<file path="src/text_packet_deframer_top_assert.svh">
// Assertion macros for the text packet deframer.
// Included by the top level, the module that carries the concurrent assertions; clocked on clk_i, reset by rst_ni.
`ifndef TEXT_PACKET_DEFRAMER_TOP_ASSERT_SVH
`define TEXT_PACKET_DEFRAMER_TOP_ASSERT_SVH
`ifndef SYNTHESIS
// Property that must hold at every clock edge outside reset.
`define TPD_ASSERT(lbl, prop, msg) \
  lbl: assert property (@(posedge clk_i) disable iff (!rst_ni) (prop)) else $error(msg);
// Antecedent in one cycle implies consequent in the next.
`define TPD_ASSERT_NEXT(lbl, ante, cons, msg) \
  lbl: assert property (@(posedge clk_i) disable iff (!rst_ni) (ante) |=> (cons)) \
    else $error(msg);
`else
`define TPD_ASSERT(lbl, prop, msg)
`define TPD_ASSERT_NEXT(lbl, ante, cons, msg)
`endif
`endif

</file>
<file path="src/tpd_pkg.sv">
// Shared types, constants and helper functions for the text packet deframer.
// No dependencies; used by the parser, the result register, the top level and the testbench.
package tpd_pkg;

  // ASCII codes that frame the packet.
  localparam logic [7:0] ASCII_SLASH = 8'h2F;
  localparam logic [7:0] ASCII_ONE   = 8'h31;
  localparam logic [7:0] ASCII_ZERO  = 8'h30;
  localparam logic [7:0] ASCII_NINE  = 8'h39;

  // Configuration register indexes.
  localparam logic CFG_UNDEFINED_TYPE = 1'b0;
  localparam logic CFG_TYPE_LIMIT     = 1'b1;

  // Reset values of the configuration registers.
  localparam logic [7:0] UNDEFINED_TYPE_RESET = 8'd0;
  localparam logic [7:0] TYPE_LIMIT_RESET     = 8'd16;

  // Final packet status.
  typedef enum logic [1:0] {
    STATUS_OK             = 2'd0,
    STATUS_TOO_SHORT      = 2'd1,
    STATUS_LEN_MISMATCH   = 2'd2,
    STATUS_COUNT_MISMATCH = 2'd3
  } status_e;

  // One result transaction.
  typedef struct packed {
    logic        payload_valid;
    logic [7:0]  payload_byte;
    logic [15:0] field_index;
    logic        field_first;
    logic        packet_done;
    logic        packet_ok;
    status_e     status_code;
    logic [7:0]  packet_kind;
    logic [15:0] fields_seen;
  } result_t;

  // Decimal accumulate: acc * 10 + digit, saturating at all ones.
  function automatic logic [31:0] mul10_add(input logic [31:0] acc, input logic [3:0] digit);
    logic [35:0] wide;
    wide = {1'b0, acc, 3'b000} + {3'b000, acc, 1'b0} + {32'd0, digit};
    mul10_add = (wide[35:32] != 4'd0) ? 32'hFFFF_FFFF : wide[31:0];
  endfunction

  // Map a parsed type into the accepted range or onto the undefined code.
  function automatic logic [7:0] resolve_kind(input logic [31:0] v,
                                              input logic [7:0]  undef_type,
                                              input logic [7:0]  type_limit);
    if ((v >= {24'd0, undef_type}) && (v < {24'd0, type_limit})) begin
      resolve_kind = v[7:0];
    end else begin
      resolve_kind = undef_type;
    end
  endfunction

endpackage

</file>
<file path="src/tpd_in_stage.sv">
// Input register of the deframer: holds one accepted byte transaction.
// Depends on nothing but the clock and reset.
module tpd_in_stage (
  input  logic       clk_i,
  input  logic       rst_ni,
  input  logic       in_valid_i,
  output logic       in_ready_o,
  input  logic [7:0] data_byte_i,
  input  logic       last_byte_i,
  input  logic       advance_i,
  output logic       s1_valid_o,
  output logic [7:0] s1_byte_o,
  output logic       s1_last_o
);

  logic       valid_q, valid_d;
  logic [7:0] byte_q;
  logic       last_q;
  logic       accept;

  // The register frees up whenever its transaction moves on in this cycle.
  assign in_ready_o = !valid_q || advance_i;
  assign accept     = in_valid_i && in_ready_o;
  assign valid_d    = accept || (valid_q && !advance_i);

  always_ff @(posedge clk_i or negedge rst_ni) begin
    if (!rst_ni) begin
      valid_q <= 1'b0;
    end else begin
      valid_q <= valid_d;
    end
  end

  // Payload needs no reset.
  always_ff @(posedge clk_i) begin
    if (accept) begin
      byte_q <= data_byte_i;
      last_q <= last_byte_i;
    end
  end

  assign s1_valid_o = valid_q;
  assign s1_byte_o  = byte_q;
  assign s1_last_o  = last_q;

endmodule

</file>
<file path="src/tpd_parser.sv">
// Per-byte parse step of the deframer: phase register, counters and status logic.
// Depends on tpd_pkg for constants, the result struct and helper functions.
module tpd_parser #(
  parameter int LENGTH_DIGITS    = 32,
  parameter int FIELD_INDEX_BITS = 16
) (
  input  logic            clk_i,
  input  logic            rst_ni,
  input  logic            step_i,
  input  logic [7:0]      byte_i,
  input  logic            last_i,
  input  logic [7:0]      undef_type_i,
  input  logic [7:0]      type_limit_i,
  output logic            res_valid_o,
  output tpd_pkg::result_t res_o
);
  import tpd_pkg::*;

  typedef enum logic [2:0] {
    PH_LEN   = 3'd0,
    PH_COUNT = 3'd1,
    PH_TYPE  = 3'd2,
    PH_SIZE  = 3'd3,
    PH_DATA  = 3'd4
  } phase_e;

  localparam int          IDX_W    = (FIELD_INDEX_BITS < 16) ? FIELD_INDEX_BITS : 16;
  localparam logic [15:0] IDX_MASK = 16'((32'd1 << IDX_W) - 32'd1);
  localparam logic [31:0] LEN_LAST = 32'(LENGTH_DIGITS - 1);
  localparam logic [31:0] LEN_MIN  = 32'(LENGTH_DIGITS);

  phase_e      phase_q, phase_d;
  logic [31:0] bytes_q, bytes_d;
  logic [31:0] dlen_q, dlen_d;
  logic [31:0] acc_q, acc_d;
  logic [31:0] dfields_q, dfields_d;
  logic [15:0] fcount_q, fcount_d;
  logic [31:0] remain_q, remain_d;
  logic [7:0]  kind_q, kind_d;
  logic        stop_q, stop_d;
  logic        open_q, open_d;
  logic        first_q, first_d;

  logic        is_digit, is_slash;
  logic [31:0] feed_acc;
  logic        feed_stop;
  logic        pv, pfirst;
  logic [15:0] pindex;
  logic [31:0] dfields_post;
  logic [7:0]  kind_post, kind_out;
  status_e     status;

  assign is_digit = (byte_i >= ASCII_ZERO) && (byte_i <= ASCII_NINE);
  assign is_slash = (byte_i == ASCII_SLASH);

  // Decimal digit feed: the first non-digit freezes the number.
  always_comb begin
    feed_acc  = acc_q;
    feed_stop = stop_q;
    if (!stop_q) begin
      if (is_digit) begin
        feed_acc = mul10_add(acc_q, 4'(byte_i - ASCII_ZERO));
      end else begin
        feed_stop = 1'b1;
      end
    end
  end

  // Next state for one byte, then the end-of-packet status and rearm.
  always_comb begin
    phase_d   = phase_q;
    dlen_d    = dlen_q;
    acc_d     = acc_q;
    dfields_d = dfields_q;
    fcount_d  = fcount_q;
    remain_d  = remain_q;
    kind_d    = kind_q;
    stop_d    = stop_q;
    open_d    = open_q;
    first_d   = first_q;
    pv        = 1'b0;
    pfirst    = 1'b0;
    pindex    = 16'd0;
    bytes_d   = (bytes_q == 32'hFFFF_FFFF) ? bytes_q : bytes_q + 32'd1;

    case (phase_q)
      PH_LEN: begin
        dlen_d = {dlen_q[30:0], (byte_i == ASCII_ONE)};
        if (bytes_q >= LEN_LAST) begin
          phase_d = PH_COUNT;
          acc_d   = 32'd0;
          stop_d  = 1'b0;
        end
      end
      PH_COUNT: begin
        if (is_slash) begin
          dfields_d = acc_q;
          phase_d   = PH_TYPE;
          acc_d     = 32'd0;
          stop_d    = 1'b0;
        end else begin
          acc_d  = feed_acc;
          stop_d = feed_stop;
        end
      end
      PH_TYPE: begin
        if (is_slash) begin
          kind_d  = resolve_kind(acc_q, undef_type_i, type_limit_i);
          phase_d = PH_SIZE;
          open_d  = 1'b0;
          acc_d   = 32'd0;
          stop_d  = 1'b0;
        end else begin
          acc_d  = feed_acc;
          stop_d = feed_stop;
        end
      end
      PH_SIZE: begin
        // A field is counted on the first byte of its size header.
        if (!open_q) begin
          open_d = 1'b1;
          if (fcount_q != 16'hFFFF) begin
            fcount_d = fcount_q + 16'd1;
          end
        end
        if (is_slash) begin
          open_d   = 1'b0;
          remain_d = acc_q;
          if (acc_q != 32'd0) begin
            phase_d = PH_DATA;
            first_d = 1'b1;
          end
          acc_d  = 32'd0;
          stop_d = 1'b0;
        end else begin
          acc_d  = feed_acc;
          stop_d = feed_stop;
        end
      end
      default: begin
        pv       = 1'b1;
        pfirst   = first_q;
        first_d  = 1'b0;
        pindex   = (fcount_q - 16'd1) & IDX_MASK;
        remain_d = remain_q - 32'd1;
        if (remain_d == 32'd0) begin
          phase_d = PH_SIZE;
          open_d  = 1'b0;
          acc_d   = 32'd0;
          stop_d  = 1'b0;
        end
      end
    endcase

    // A packet that ends inside the header takes its numbers from the digits so far.
    dfields_post = dfields_d;
    kind_post    = kind_d;
    if (phase_d == PH_COUNT) begin
      dfields_post = acc_d;
      kind_post    = resolve_kind(32'd0, undef_type_i, type_limit_i);
    end else if (phase_d == PH_TYPE) begin
      kind_post = resolve_kind(acc_d, undef_type_i, type_limit_i);
    end

    kind_out = kind_post;
    if (bytes_d <= LEN_MIN) begin
      status   = STATUS_TOO_SHORT;
      kind_out = undef_type_i;
    end else if (bytes_d != dlen_d) begin
      status   = STATUS_LEN_MISMATCH;
      kind_out = undef_type_i;
    end else if ({16'd0, fcount_d} != dfields_post) begin
      status = STATUS_COUNT_MISMATCH;
    end else begin
      status = STATUS_OK;
    end

    // Result transaction, fields zero where they do not apply.
    res_o               = '0;
    res_o.payload_valid = pv;
    res_o.field_first   = pfirst;
    res_o.field_index   = pindex;
    res_o.payload_byte  = pv ? byte_i : 8'd0;
    if (last_i) begin
      res_o.packet_done = 1'b1;
      res_o.packet_ok   = (status == STATUS_OK);
      res_o.status_code = status;
      res_o.packet_kind = kind_out;
      res_o.fields_seen = fcount_d;
    end
    res_valid_o = step_i && (pv || last_i);

    // Rearm for the next packet after its final byte.
    if (last_i) begin
      phase_d   = PH_LEN;
      bytes_d   = 32'd0;
      dlen_d    = 32'd0;
      dfields_d = 32'd0;
      fcount_d  = 16'd0;
      remain_d  = 32'd0;
      kind_d    = undef_type_i;
      open_d    = 1'b0;
      first_d   = 1'b0;
      acc_d     = 32'd0;
      stop_d    = 1'b0;
    end
  end

  // Parse state, advanced once per processed byte.
  always_ff @(posedge clk_i or negedge rst_ni) begin
    if (!rst_ni) begin
      phase_q   <= PH_LEN;
      bytes_q   <= 32'd0;
      dlen_q    <= 32'd0;
      acc_q     <= 32'd0;
      dfields_q <= 32'd0;
      fcount_q  <= 16'd0;
      remain_q  <= 32'd0;
      kind_q    <= UNDEFINED_TYPE_RESET;
      stop_q    <= 1'b0;
      open_q    <= 1'b0;
      first_q   <= 1'b0;
    end else if (step_i) begin
      phase_q   <= phase_d;
      bytes_q   <= bytes_d;
      dlen_q    <= dlen_d;
      acc_q     <= acc_d;
      dfields_q <= dfields_d;
      fcount_q  <= fcount_d;
      remain_q  <= remain_d;
      kind_q    <= kind_d;
      stop_q    <= stop_d;
      open_q    <= open_d;
      first_q   <= first_d;
    end
  end

endmodule

</file>
<file path="src/tpd_out_stage.sv">
// Result register of the deframer: holds one result transaction until it is taken.
// Depends on tpd_pkg for the result struct.
module tpd_out_stage (
  input  logic             clk_i,
  input  logic             rst_ni,
  input  logic             res_valid_i,
  input  tpd_pkg::result_t res_i,
  output logic             out_valid_o,
  input  logic             out_ready_i,
  output logic             free_o,
  output tpd_pkg::result_t res_o
);
  import tpd_pkg::*;

  logic    valid_q, valid_d;
  result_t res_q;

  // A new result may enter when the register is empty or being drained.
  assign free_o  = !valid_q || out_ready_i;
  assign valid_d = res_valid_i || (valid_q && !out_ready_i);

  always_ff @(posedge clk_i or negedge rst_ni) begin
    if (!rst_ni) begin
      valid_q <= 1'b0;
    end else begin
      valid_q <= valid_d;
    end
  end

  always_ff @(posedge clk_i) begin
    if (res_valid_i) begin
      res_q <= res_i;
    end
  end

  assign out_valid_o = valid_q;
  assign res_o       = res_q;

endmodule

</file>
<file path="src/text_packet_deframer_top.sv">
// Top level of the text packet deframer: input register, parse step, result register.
// Depends on tpd_pkg, tpd_in_stage, tpd_parser, tpd_out_stage and the assertion header.

// The deframer takes one packet byte per clock cycle, since each byte needs a single parse
// step that updates the phase register and a few counters. That rate holds as long as the
// result side takes each result transaction when it is offered; a full result register that
// is not being drained holds every byte back, whether or not that byte has a result. A
// byte's result, if it has one, goes from the input register through the parse step, which
// loads the result register. Only payload bytes and the final byte of a packet produce a
// result; the final one carries the packet status. Configuration writes take effect at once
// and are meant for idle periods. No clearing pass is needed after reset.
module text_packet_deframer_top #(
  parameter int LENGTH_DIGITS    = 32,
  parameter int FIELD_INDEX_BITS = 16
) (
  input  logic        clk_i,
  input  logic        rst_ni,
  input  logic        cfg_we_i,
  input  logic        cfg_index_i,
  input  logic [7:0]  cfg_data_i,
  input  logic        in_valid_i,
  output logic        in_ready_o,
  input  logic [7:0]  data_byte_i,
  input  logic        last_byte_i,
  output logic        out_valid_o,
  input  logic        out_ready_i,
  output logic        payload_valid_o,
  output logic [7:0]  payload_byte_o,
  output logic [15:0] field_index_o,
  output logic        field_first_o,
  output logic        packet_done_o,
  output logic        packet_ok_o,
  output logic [1:0]  status_code_o,
  output logic [7:0]  packet_kind_o,
  output logic [15:0] fields_seen_o
);
  import tpd_pkg::*;

`include "text_packet_deframer_top_assert.svh"

  logic       s1_valid, s1_last, step, out_free, res_valid;
  logic [7:0] s1_byte;
  logic [7:0] undef_type_q, type_limit_q;
  result_t    res, res_out;
  logic       has_content, ok_consistent;

  // Configuration registers.
  always_ff @(posedge clk_i or negedge rst_ni) begin
    if (!rst_ni) begin
      undef_type_q <= UNDEFINED_TYPE_RESET;
      type_limit_q <= TYPE_LIMIT_RESET;
    end else if (cfg_we_i) begin
      case (cfg_index_i)
        CFG_UNDEFINED_TYPE: undef_type_q <= cfg_data_i;
        CFG_TYPE_LIMIT:     type_limit_q <= cfg_data_i;
        default:            ;
      endcase
    end
  end

  // A byte is processed when the result register can take whatever it produces.
  assign step = s1_valid && out_free;

  tpd_in_stage u_in (
    .clk_i       (clk_i),
    .rst_ni      (rst_ni),
    .in_valid_i  (in_valid_i),
    .in_ready_o  (in_ready_o),
    .data_byte_i (data_byte_i),
    .last_byte_i (last_byte_i),
    .advance_i   (step),
    .s1_valid_o  (s1_valid),
    .s1_byte_o   (s1_byte),
    .s1_last_o   (s1_last)
  );

  tpd_parser #(
    .LENGTH_DIGITS    (LENGTH_DIGITS),
    .FIELD_INDEX_BITS (FIELD_INDEX_BITS)
  ) u_parser (
    .clk_i        (clk_i),
    .rst_ni       (rst_ni),
    .step_i       (step),
    .byte_i       (s1_byte),
    .last_i       (s1_last),
    .undef_type_i (undef_type_q),
    .type_limit_i (type_limit_q),
    .res_valid_o  (res_valid),
    .res_o        (res)
  );

  tpd_out_stage u_out (
    .clk_i       (clk_i),
    .rst_ni      (rst_ni),
    .res_valid_i (res_valid),
    .res_i       (res),
    .out_valid_o (out_valid_o),
    .out_ready_i (out_ready_i),
    .free_o      (out_free),
    .res_o       (res_out)
  );

  assign payload_valid_o = res_out.payload_valid;
  assign payload_byte_o  = res_out.payload_byte;
  assign field_index_o   = res_out.field_index;
  assign field_first_o   = res_out.field_first;
  assign packet_done_o   = res_out.packet_done;
  assign packet_ok_o     = res_out.packet_ok;
  assign status_code_o   = res_out.status_code;
  assign packet_kind_o   = res_out.packet_kind;
  assign fields_seen_o   = res_out.fields_seen;

  // Conditions checked by the assertions below.
  assign has_content   = !out_valid_o || payload_valid_o || packet_done_o;
  assign ok_consistent = !(out_valid_o && packet_ok_o) ||
                         (packet_done_o && status_code_o == STATUS_OK);

  // Every result transaction carries a payload byte or a packet status.
  `TPD_ASSERT(a_result_has_content, has_content, "empty result transaction")
  // An empty result register never holds back the input side.
  `TPD_ASSERT(a_ready_when_drained, out_valid_o || in_ready_o, "input stalled with empty output")
  // An ok flag only comes with a finished packet whose status code is ok.
  `TPD_ASSERT(a_ok_consistent, ok_consistent, "ok flag without ok status")
  // An accepted byte is held in the input register in the next cycle.
  `TPD_ASSERT_NEXT(a_accept_loads, in_valid_i && in_ready_o, s1_valid, "accepted byte lost")

endmodule

</file>
<file path="config.mk">
export PLATFORM = sky130hd
export DESIGN_NAME = text_packet_deframer_top
export DESIGN_NICKNAME = d
export VERILOG_FILES = /design/src/tpd_pkg.sv /design/src/tpd_in_stage.sv /design/src/tpd_parser.sv /design/src/tpd_out_stage.sv /design/src/text_packet_deframer_top.sv
export VERILOG_INCLUDE_DIRS = /design/src /design/src/src
export SDC_FILE = /design/constraint.sdc
export NUM_CORES = 1
export LEC_CHECK = 0
export ABC_CLOCK_PERIOD_IN_PS = 15300
export BUFFER_PORTS_ARGS = -buffer_cell sky130_fd_sc_hd__buf_2
export CORE_AREA = 2 2 193 195
export DETAILED_ROUTE_END_ITERATION = 8
export DIE_AREA = 0 0 195 197
export GPL_TIMING_DRIVEN = 0
export PLACE_DENSITY = 0.75
export SYNTH_ARGS = -nofsm -noshare
export SYNTH_HDL_FRONTEND = slang
export SYNTH_SLANG_ARGS = --single-unit
</file>
<file path="constraint.sdc">
create_clock -name clk_i -period 15.3 [get_ports clk_i]
set_input_delay 1.53 -clock clk_i [delete_from_list [all_inputs] [get_ports clk_i]]
set_output_delay 1.53 -clock clk_i [all_outputs]
set_load 0.02 [all_outputs]
</file>
# Word level (Yosys, flattened, before mapping)
# Index checks and enable logic that the tools add are counted.
dict set report word_totals {
  register_bits 271
  input_bits 23
  out_inout_bits 56
  elab_cells 157
}
dict set report classes {
  n_eq_ne 17
  n_reduce_logical 35
  n_lt_le_gt_ge 10
  n_mux 61
  bitwise 1
  addsub 7
}
# cell count
set op_table {}
lappend op_table {{two-way mux 32 bit} 17}
lappend op_table {{one-hot mux 32 bit (2 select lines)} 2}
lappend op_table {{two-way mux 8 bit} 10}
lappend op_table {{>= comparator 32 x 8 -> 1 bit} 2}
lappend op_table {{less-than comparator 32 x 8 -> 1 bit} 2}
lappend op_table {{two-way mux 16 bit} 4}
lappend op_table {{adder 35 x 33 -> 36 bit} 1}
lappend op_table {{adder 36 x 4 -> 36 bit} 1}
lappend op_table {{adder 32 x 1 -> 32 bit (second input constant)} 1}
lappend op_table {{== test 32 bit (second input constant)} 1}
lappend op_table {{>= comparator 32 x 5 -> 1 bit (second input constant)} 1}
lappend op_table {{less-or-equal comparator 32 x 6 -> 1 bit (second input constant)} 1}
lappend op_table {{logical NOT 32 bit} 1}
lappend op_table {{!= test 16 x 32 -> 1 bit} 1}
lappend op_table {{!= test 32 bit} 1}
lappend op_table {{nonzero test 32 bit} 1}
lappend op_table {{subtractor 32 x 1 -> 32 bit (second input constant)} 1}
lappend op_table {{two-way mux 28 bit} 1}
lappend op_table {{two-way mux 3 bit} 7}
lappend op_table {{adder 16 x 1 -> 16 bit (second input constant)} 1}
lappend op_table {{== test 8 x 6 -> 1 bit (second input constant)} 2}
lappend op_table {{!= test 16 bit (second input constant)} 1}
lappend op_table {{subtractor 16 x 1 -> 16 bit (second input constant)} 1}
lappend op_table {{two-way mux 1 bit} 13}
lappend op_table {{26 further kinds} 57}

# Depth between registers and ports, before layout
dict set report logic_depth {
  word_depth 16
  mapped_depth 29
  ltp_nobuf 28
}

# Hierarchy
# A second synthesis with hierarchy kept.
dict set report hier_totals {
  cells_unflattened 2205
  area_unflattened_um2 19428.6
}
# module cells_per_inst n_inst area_each_um2 seq_area_each_um2
set modules_own_cells {}
lappend modules_own_cells {tpd_parser 2099 1 16813.6 4754.6}
lappend modules_own_cells {tpd_out_stage 57 1 1669.1 1646.6}
lappend modules_own_cells {text_packet_deframer_top 36 1 621.8 401.6}
lappend modules_own_cells {tpd_in_stage 13 1 324.1 295.3}

# Worst setup path after synthesis
# Ideal clock, no wire load.
dict set report synth_timing {
  kind {reg-to-reg}
  from {register u_parser.acc_q[0]}
  to {register u_out.res_q, in the netlist u_out.res_o[23], data pin}
  stages_incl_launch_ff 29
  synth_period_minus_slack_ns 6.421
  arrival_time_ns 6.152
  path_buffers 1
  setup_ns 0.269
  t_required_ns 15.031
  path_slack_ns 8.879
  path_cell_list {dfrtp_1 inv_1 fa_1 inv_1 ha_1 a211oi_1 o21bai_1 a31o_2 a31oi_1 a21oi_1 xnor2_1 clkbuf_1 nand3_1 o211ai_1 a22o_1 o21ai_0 ha_1 a21o_1 a21o_1 a21o_1 a21o_1 a211oi_1 or4_1 a221oi_1 nand4_1 or4_4 and2_1 o311ai_1 o31ai_1}
}
dict set report synth_between {
  elab_chain_len 15
  word_cells_on_any_way 30
  cone_classes {2 x add/sub; 4 x order compare; 2 x eq/ne; 18 x mux; 4 x reduce/logical}
}
# element line
set synth_lines {}
lappend synth_lines {{start: declaration} tpd_parser.sv:35} ;# logic [31:0] acc_q, acc_d;
lappend synth_lines {{start signal: assignment} tpd_parser.sv:215} ;# acc_q <= 32'd0;
lappend synth_lines {{start signal: assignment} tpd_parser.sv:227} ;# acc_q <= acc_d;
lappend synth_lines {{adder 35 x 33 -> 36 bit} tpd_pkg.sv:43} ;# wide = {1'b0, acc, 3'b000} + {3'b000, acc, 1'b0} + {32'd0, digit};
lappend synth_lines {{adder 36 x 4 -> 36 bit} tpd_pkg.sv:43}
lappend synth_lines {{nonzero test 4 bit} tpd_pkg.sv:44} ;# mul10_add = (wide[35:32] != 4'd0) ? 32'hFFFF_FFFF : wide[31:0];
lappend synth_lines {{two-way mux 32 bit} tpd_pkg.sv:44}
lappend synth_lines {{two-way mux 32 bit} tpd_parser.sv:61} ;# if (is_digit) begin
lappend synth_lines {{two-way mux 32 bit} tpd_parser.sv:60} ;# if (!stop_q) begin
lappend synth_lines {{two-way mux 32 bit} {tpd_parser.sv:96, tpd_parser.sv:107, tpd_parser.sv:126}}
lappend synth_lines {{one-hot mux 32 bit (2 select lines)} tpd_parser.sv:86} ;# case (phase_q)
lappend synth_lines {{>= comparator 32 x 8 -> 1 bit or less-than comparator 32 x 8 -> 1 bit (tied branches)} tpd_pkg.sv:51} ;# if ((v >= {24'd0, undef_type}) && (v < {24'd0, type_limit})) begin
lappend synth_lines {{logical AND 1 bit} tpd_pkg.sv:51}
lappend synth_lines {{two-way mux 8 bit} tpd_pkg.sv:51}
lappend synth_lines {{two-way mux 8 bit} tpd_parser.sv:161} ;# end else if (phase_d == PH_TYPE) begin
lappend synth_lines {{two-way mux 8 bit (*)} tpd_parser.sv:158} ;# if (phase_d == PH_COUNT) begin
lappend synth_lines {{two-way mux 8 bit (*)} tpd_parser.sv:169} ;# end else if (bytes_d != dlen_d) begin
lappend synth_lines {{two-way mux 8 bit (*)} tpd_parser.sv:166} ;# if (bytes_d <= LEN_MIN) begin
lappend synth_lines {{end signal: assignment} tpd_out_stage.sv:32} ;# res_q <= res_i;
lappend synth_lines {{end: declaration} tpd_out_stage.sv:16} ;# result_t res_q;
# Mark *: on every way between the ends. The rest lies on a longest branch, timed or not.
# A chain may end at the register's enable or synchronous reset.

# Worst setup path in the final report
# Ends and elaborated chain as after synthesis.

==> metrics.yaml <==
outcome: "complete, no violations"
cts-hold-fix-buffers: 0
cp.arrival_ns: 9.41
syn_inst: 2261
relSlewSlack_pct: 8.54
ys_types: 96
cp.required_ns: 15.61
post-cts-setup-buffer-count: 0
clock_tree.htree_level_count: 1
grt_max_degree: 110
synth.top_cells.by_area: "dfrtp_1 26%, edfxtp_1 9.6%, ha_1 6.2%"
power.static_leakage_nw: 9.48
hold_viol: 0
drtPass1Iterations: 6
syn-num-nets: 2384
maxCapViolations: 0
dr.first_iter.drc_count: 2706
antenna_found_initial: 0
muxShareOfSynthArea_pct: 4.18
startpoint_type: "flop"
clk_latency_ns: 0.59
hold_class: "flop to flop"
fin_tns_setup_ns: 0
yosysSeqAreaShare_pct: 36.1
ys.flop_type: "dfrtp_1"
nets: 2498
n_fill_cell: 3232
antenna_left: 0
ir_drop_mv: 0.0880
r2r-end: "u_out.res_o[23]$_SDFFCE_PN0P_"
ys_ff_latch: 271
cts_tree: "built"
critPathKind: "flop to flop"
hold_path_end: "u_out.res_o[27]$_DFFE_PP_"
grt_setup_unrepaired: "no"
setup-violations-final: 0
synth_compound_area_share_pct: 22.2
synth_edf_count: 63
routabilityCongestion: 0.991
finalWirelength_microns: 69600
rr_worst_depth: 23
power_density_nw_per_um2: 119
syn_to_final_growth_pct: 10.5
worst_pin_slew_ns: 1.36
synth_top_area_share_pct: 26.3
die_x_microns: 195
syn-cell-area_sq_um: 19700
r2r_slack_ns: 6.20
yosys_warnings: 0
post-route-period-util_pct: 59.5
end_kind: "flop"
dieArea_sq_um: 38400
dpl.hpwl_microns: 52100
post_drt_wl_per_cell_microns: 24.3
hold-worst-slack_ns: 0.475
rows: 70
cts_resized: 0
antennaDiodeCount: 0
min_from: "u_in.s1_last_o$_DFFE_PP_"
synth_top_family_by_area: "compound AO/OA/AOI/OAI gates"
grt_overflow_total: 0
hold_depth: 0
initial_core_util_pct: 54.3
path_clk_slew_ns: 0.06
drc_errors: 0
worstReg2RegStart: "u_parser.acc_q[0]$_DFFE_PN0P_"
yosys.area_share.simple_pct: 20.3
io_pins: 79
vias: 19300
cts_buffers: 31
grt_first_pass_wirelength_microns: 108000
fin_skew_ns: 0.0174
coreArea_sq_um: 36300
via_per_inst: 6.73
slew_viol_final: 0
max_freq_ghz: 0.110
root_buffer: "clkbuf_16"
io_buffers: 78
grt_pass1_vias: 18200
synthAdderAreaFrac_pct: 6.43
synth_xor_area_share_pct: 6.66
cp_max_fo: 10
synth_top_cell_by_area: "dfrtp_1"
grt_usage_pct: 36.2
max-clock-path-buffers: 3
drive_above_1_share_pct: 7.67
post-route-min-period_ns: 9.10
cts.sinks: 271
async_reset_ff_share_pct: 76.8
syn_avg_cell_area_sq_um: 8.71
dieHeight_microns: 197
Yosys cell counts, drive strengths merged (16+ instances only):
| cell | number |
|---|---|
| xor2 | 58 |
| o21ai | 227 |
| a22o | 77 |
| a21oi | 140 |
| nor4 | 64 |
| a31oi | 18 |
| buf | 16 |
| a21o | 28 |
| edfxtp | 63 |
| dfrtp | 207 |
| nand3 | 52 |
| nand2 | 217 |
| o211ai | 17 |
| and2 | 44 |
| mux2i | 63 |
| nor2 | 151 |
| ha | 98 |
| xnor2 | 84 |
| o22ai | 16 |
| and3 | 31 |
| nor3 | 64 |
| mux2 | 17 |
| clkbuf | 147 |
| o31ai | 25 |
| inv | 48 |
| nand4 | 47 |
placed cells by master (no fill, tap or decap), types with 47 or more instances in the layout:
master / count
nor2_1: 148
mux2i_1: 63
nand3_1: 51
buf_2: 83
nand2_1: 216
dfrtp_1: 207
nor3_1: 63
clkbuf_1: 156
a22o_1: 77
ha_1: 98
xor2_1: 58
inv_1: 47
xnor2_1: 84
edfxtp_1: 63
a21oi_1: 139
o21ai_0: 220
nor4_1: 62
sequential cells by signal (all words and copies together) (netlist names):
signal,flops
u_out.res_o,54
u_parser.acc_q,32
u_parser.bytes_q,32
u_parser.dfields_q,32
u_parser.dlen_q,32
u_parser.remain_q,32
u_parser.fcount_q,16
type_limit_q,8
u_in.s1_byte_o,8
u_parser.kind_q,8
undef_type_q,8
u_parser.phase_q,3
u_in.s1_last_o,1
u_in.s1_valid_o,1
u_out.out_valid_o,1
u_parser.first_q,1
u_parser.open_q,1
u_parser.stop_q,1
metrics by stage:
stage               instances  power, W  instance area, sq um  util (%)  setup WS, ns
detailed placement       2809   0.00180                 20700      57.2          6.68
global placement         2807   0.00178                 20700      57.0          6.65
global route             2867   0.00271                 21700      60.0          6.09
finish                   2867   0.00258                 21700      60.0          6.20
CTS                      2866   0.00256                 21700      59.9          6.60
floorplan                2261   0.00154                 19700         -          8.88
logic make-up (layout without fill, tap and decap cells):
family | Yosys count | in the layout
XOR/XNOR | 145 | 145
flip-flops | 271 | 271
AND/OR/NAND/NOR | 780 | 780
buffers and inverters | 211 | 349
AO/OA/AOI/OAI | 674 | 674
multiplexers | 80 | 80
adder cells (fa/ha/maj) | 100 | 100
worst max-delay path, cell delays in order (launching register included):
cell	delay, ns
dfrtp_1	0.64
inv_1	0.40
fa_1	0.62
fa_1	0.48
nor2b_1	0.20
o2111ai_1	0.15
a21oi_1	0.59
o31ai_1	0.20
o2111ai_1	0.39
xor2_1	0.49
clkbuf_1	0.41
nor4_1	0.18
o2bb2ai_1	0.84
ha_1	0.39
nor2b_1	0.13
o21ai_0	0.17
o21ai_0	0.11
or4_1	0.67
a221oi_1	0.34
nand4_1	0.18
or4_4	0.61
and2_1	0.19
o311ai_1	0.28
o31ai_1	0.15
cell type report:
cell class	instances	area (sq um)	share of cell area, %
buffer	163	636	2.92
clock buffer	42	827	3.80
clock inverter	15	181	0.834
inverter	48	180	0.828
multi-input combinational	1779	11800	54.2
sequential	271	7100	32.6
tap	468	586	2.69
timing repair buffer	81	460	2.12
metal layers:
metal | global-route usage [%] | vias up | wire length, microns
met4 | 12.2 | 0 | 2470
met1 | 52.3 | 9325 | 29700
met5 | 0 | - | 0
met3 | 7.58 | 182 | 7940
li1 | - | 8629 | -
met2 | 54.0 | 1173 | 29500
worst max path at each step:
stage | from | endpoint | slack [ns] | cells past startpoint
global placement | u_parser.acc_q[2]$_DFFE_PN0P_ | u_out.res_o[23]$_SDFFCE_PN0P_ | 6.65 | 23
detailed placement | u_parser.acc_q[0]$_DFFE_PN0P_ | u_out.res_o[23]$_SDFFCE_PN0P_ | 6.68 | 23
finish | u_parser.acc_q[0]$_DFFE_PN0P_ | u_out.res_o[23]$_SDFFCE_PN0P_ | 6.20 | 23
CTS | u_parser.acc_q[0]$_DFFE_PN0P_ | u_out.res_o[23]$_SDFFCE_PN0P_ | 6.60 | 23
global route | u_parser.acc_q[0]$_DFFE_PN0P_ | u_out.res_o[23]$_SDFFCE_PN0P_ | 6.09 | 28
floorplan | u_parser.acc_q[0]$_DFFE_PN0P_ | u_out.res_o[23]$_SDFFCE_PN0P_ | 8.88 | 28
power breakdown:
group	total [W]	switching (W)	internal (W)
logic	0.000920	0.000601	0.000319
clock network	0.000760	0.000316	0.000444
registers	0.000901	0.0000926	0.000808
Note: power is estimated with default switching activity, not from simulation.
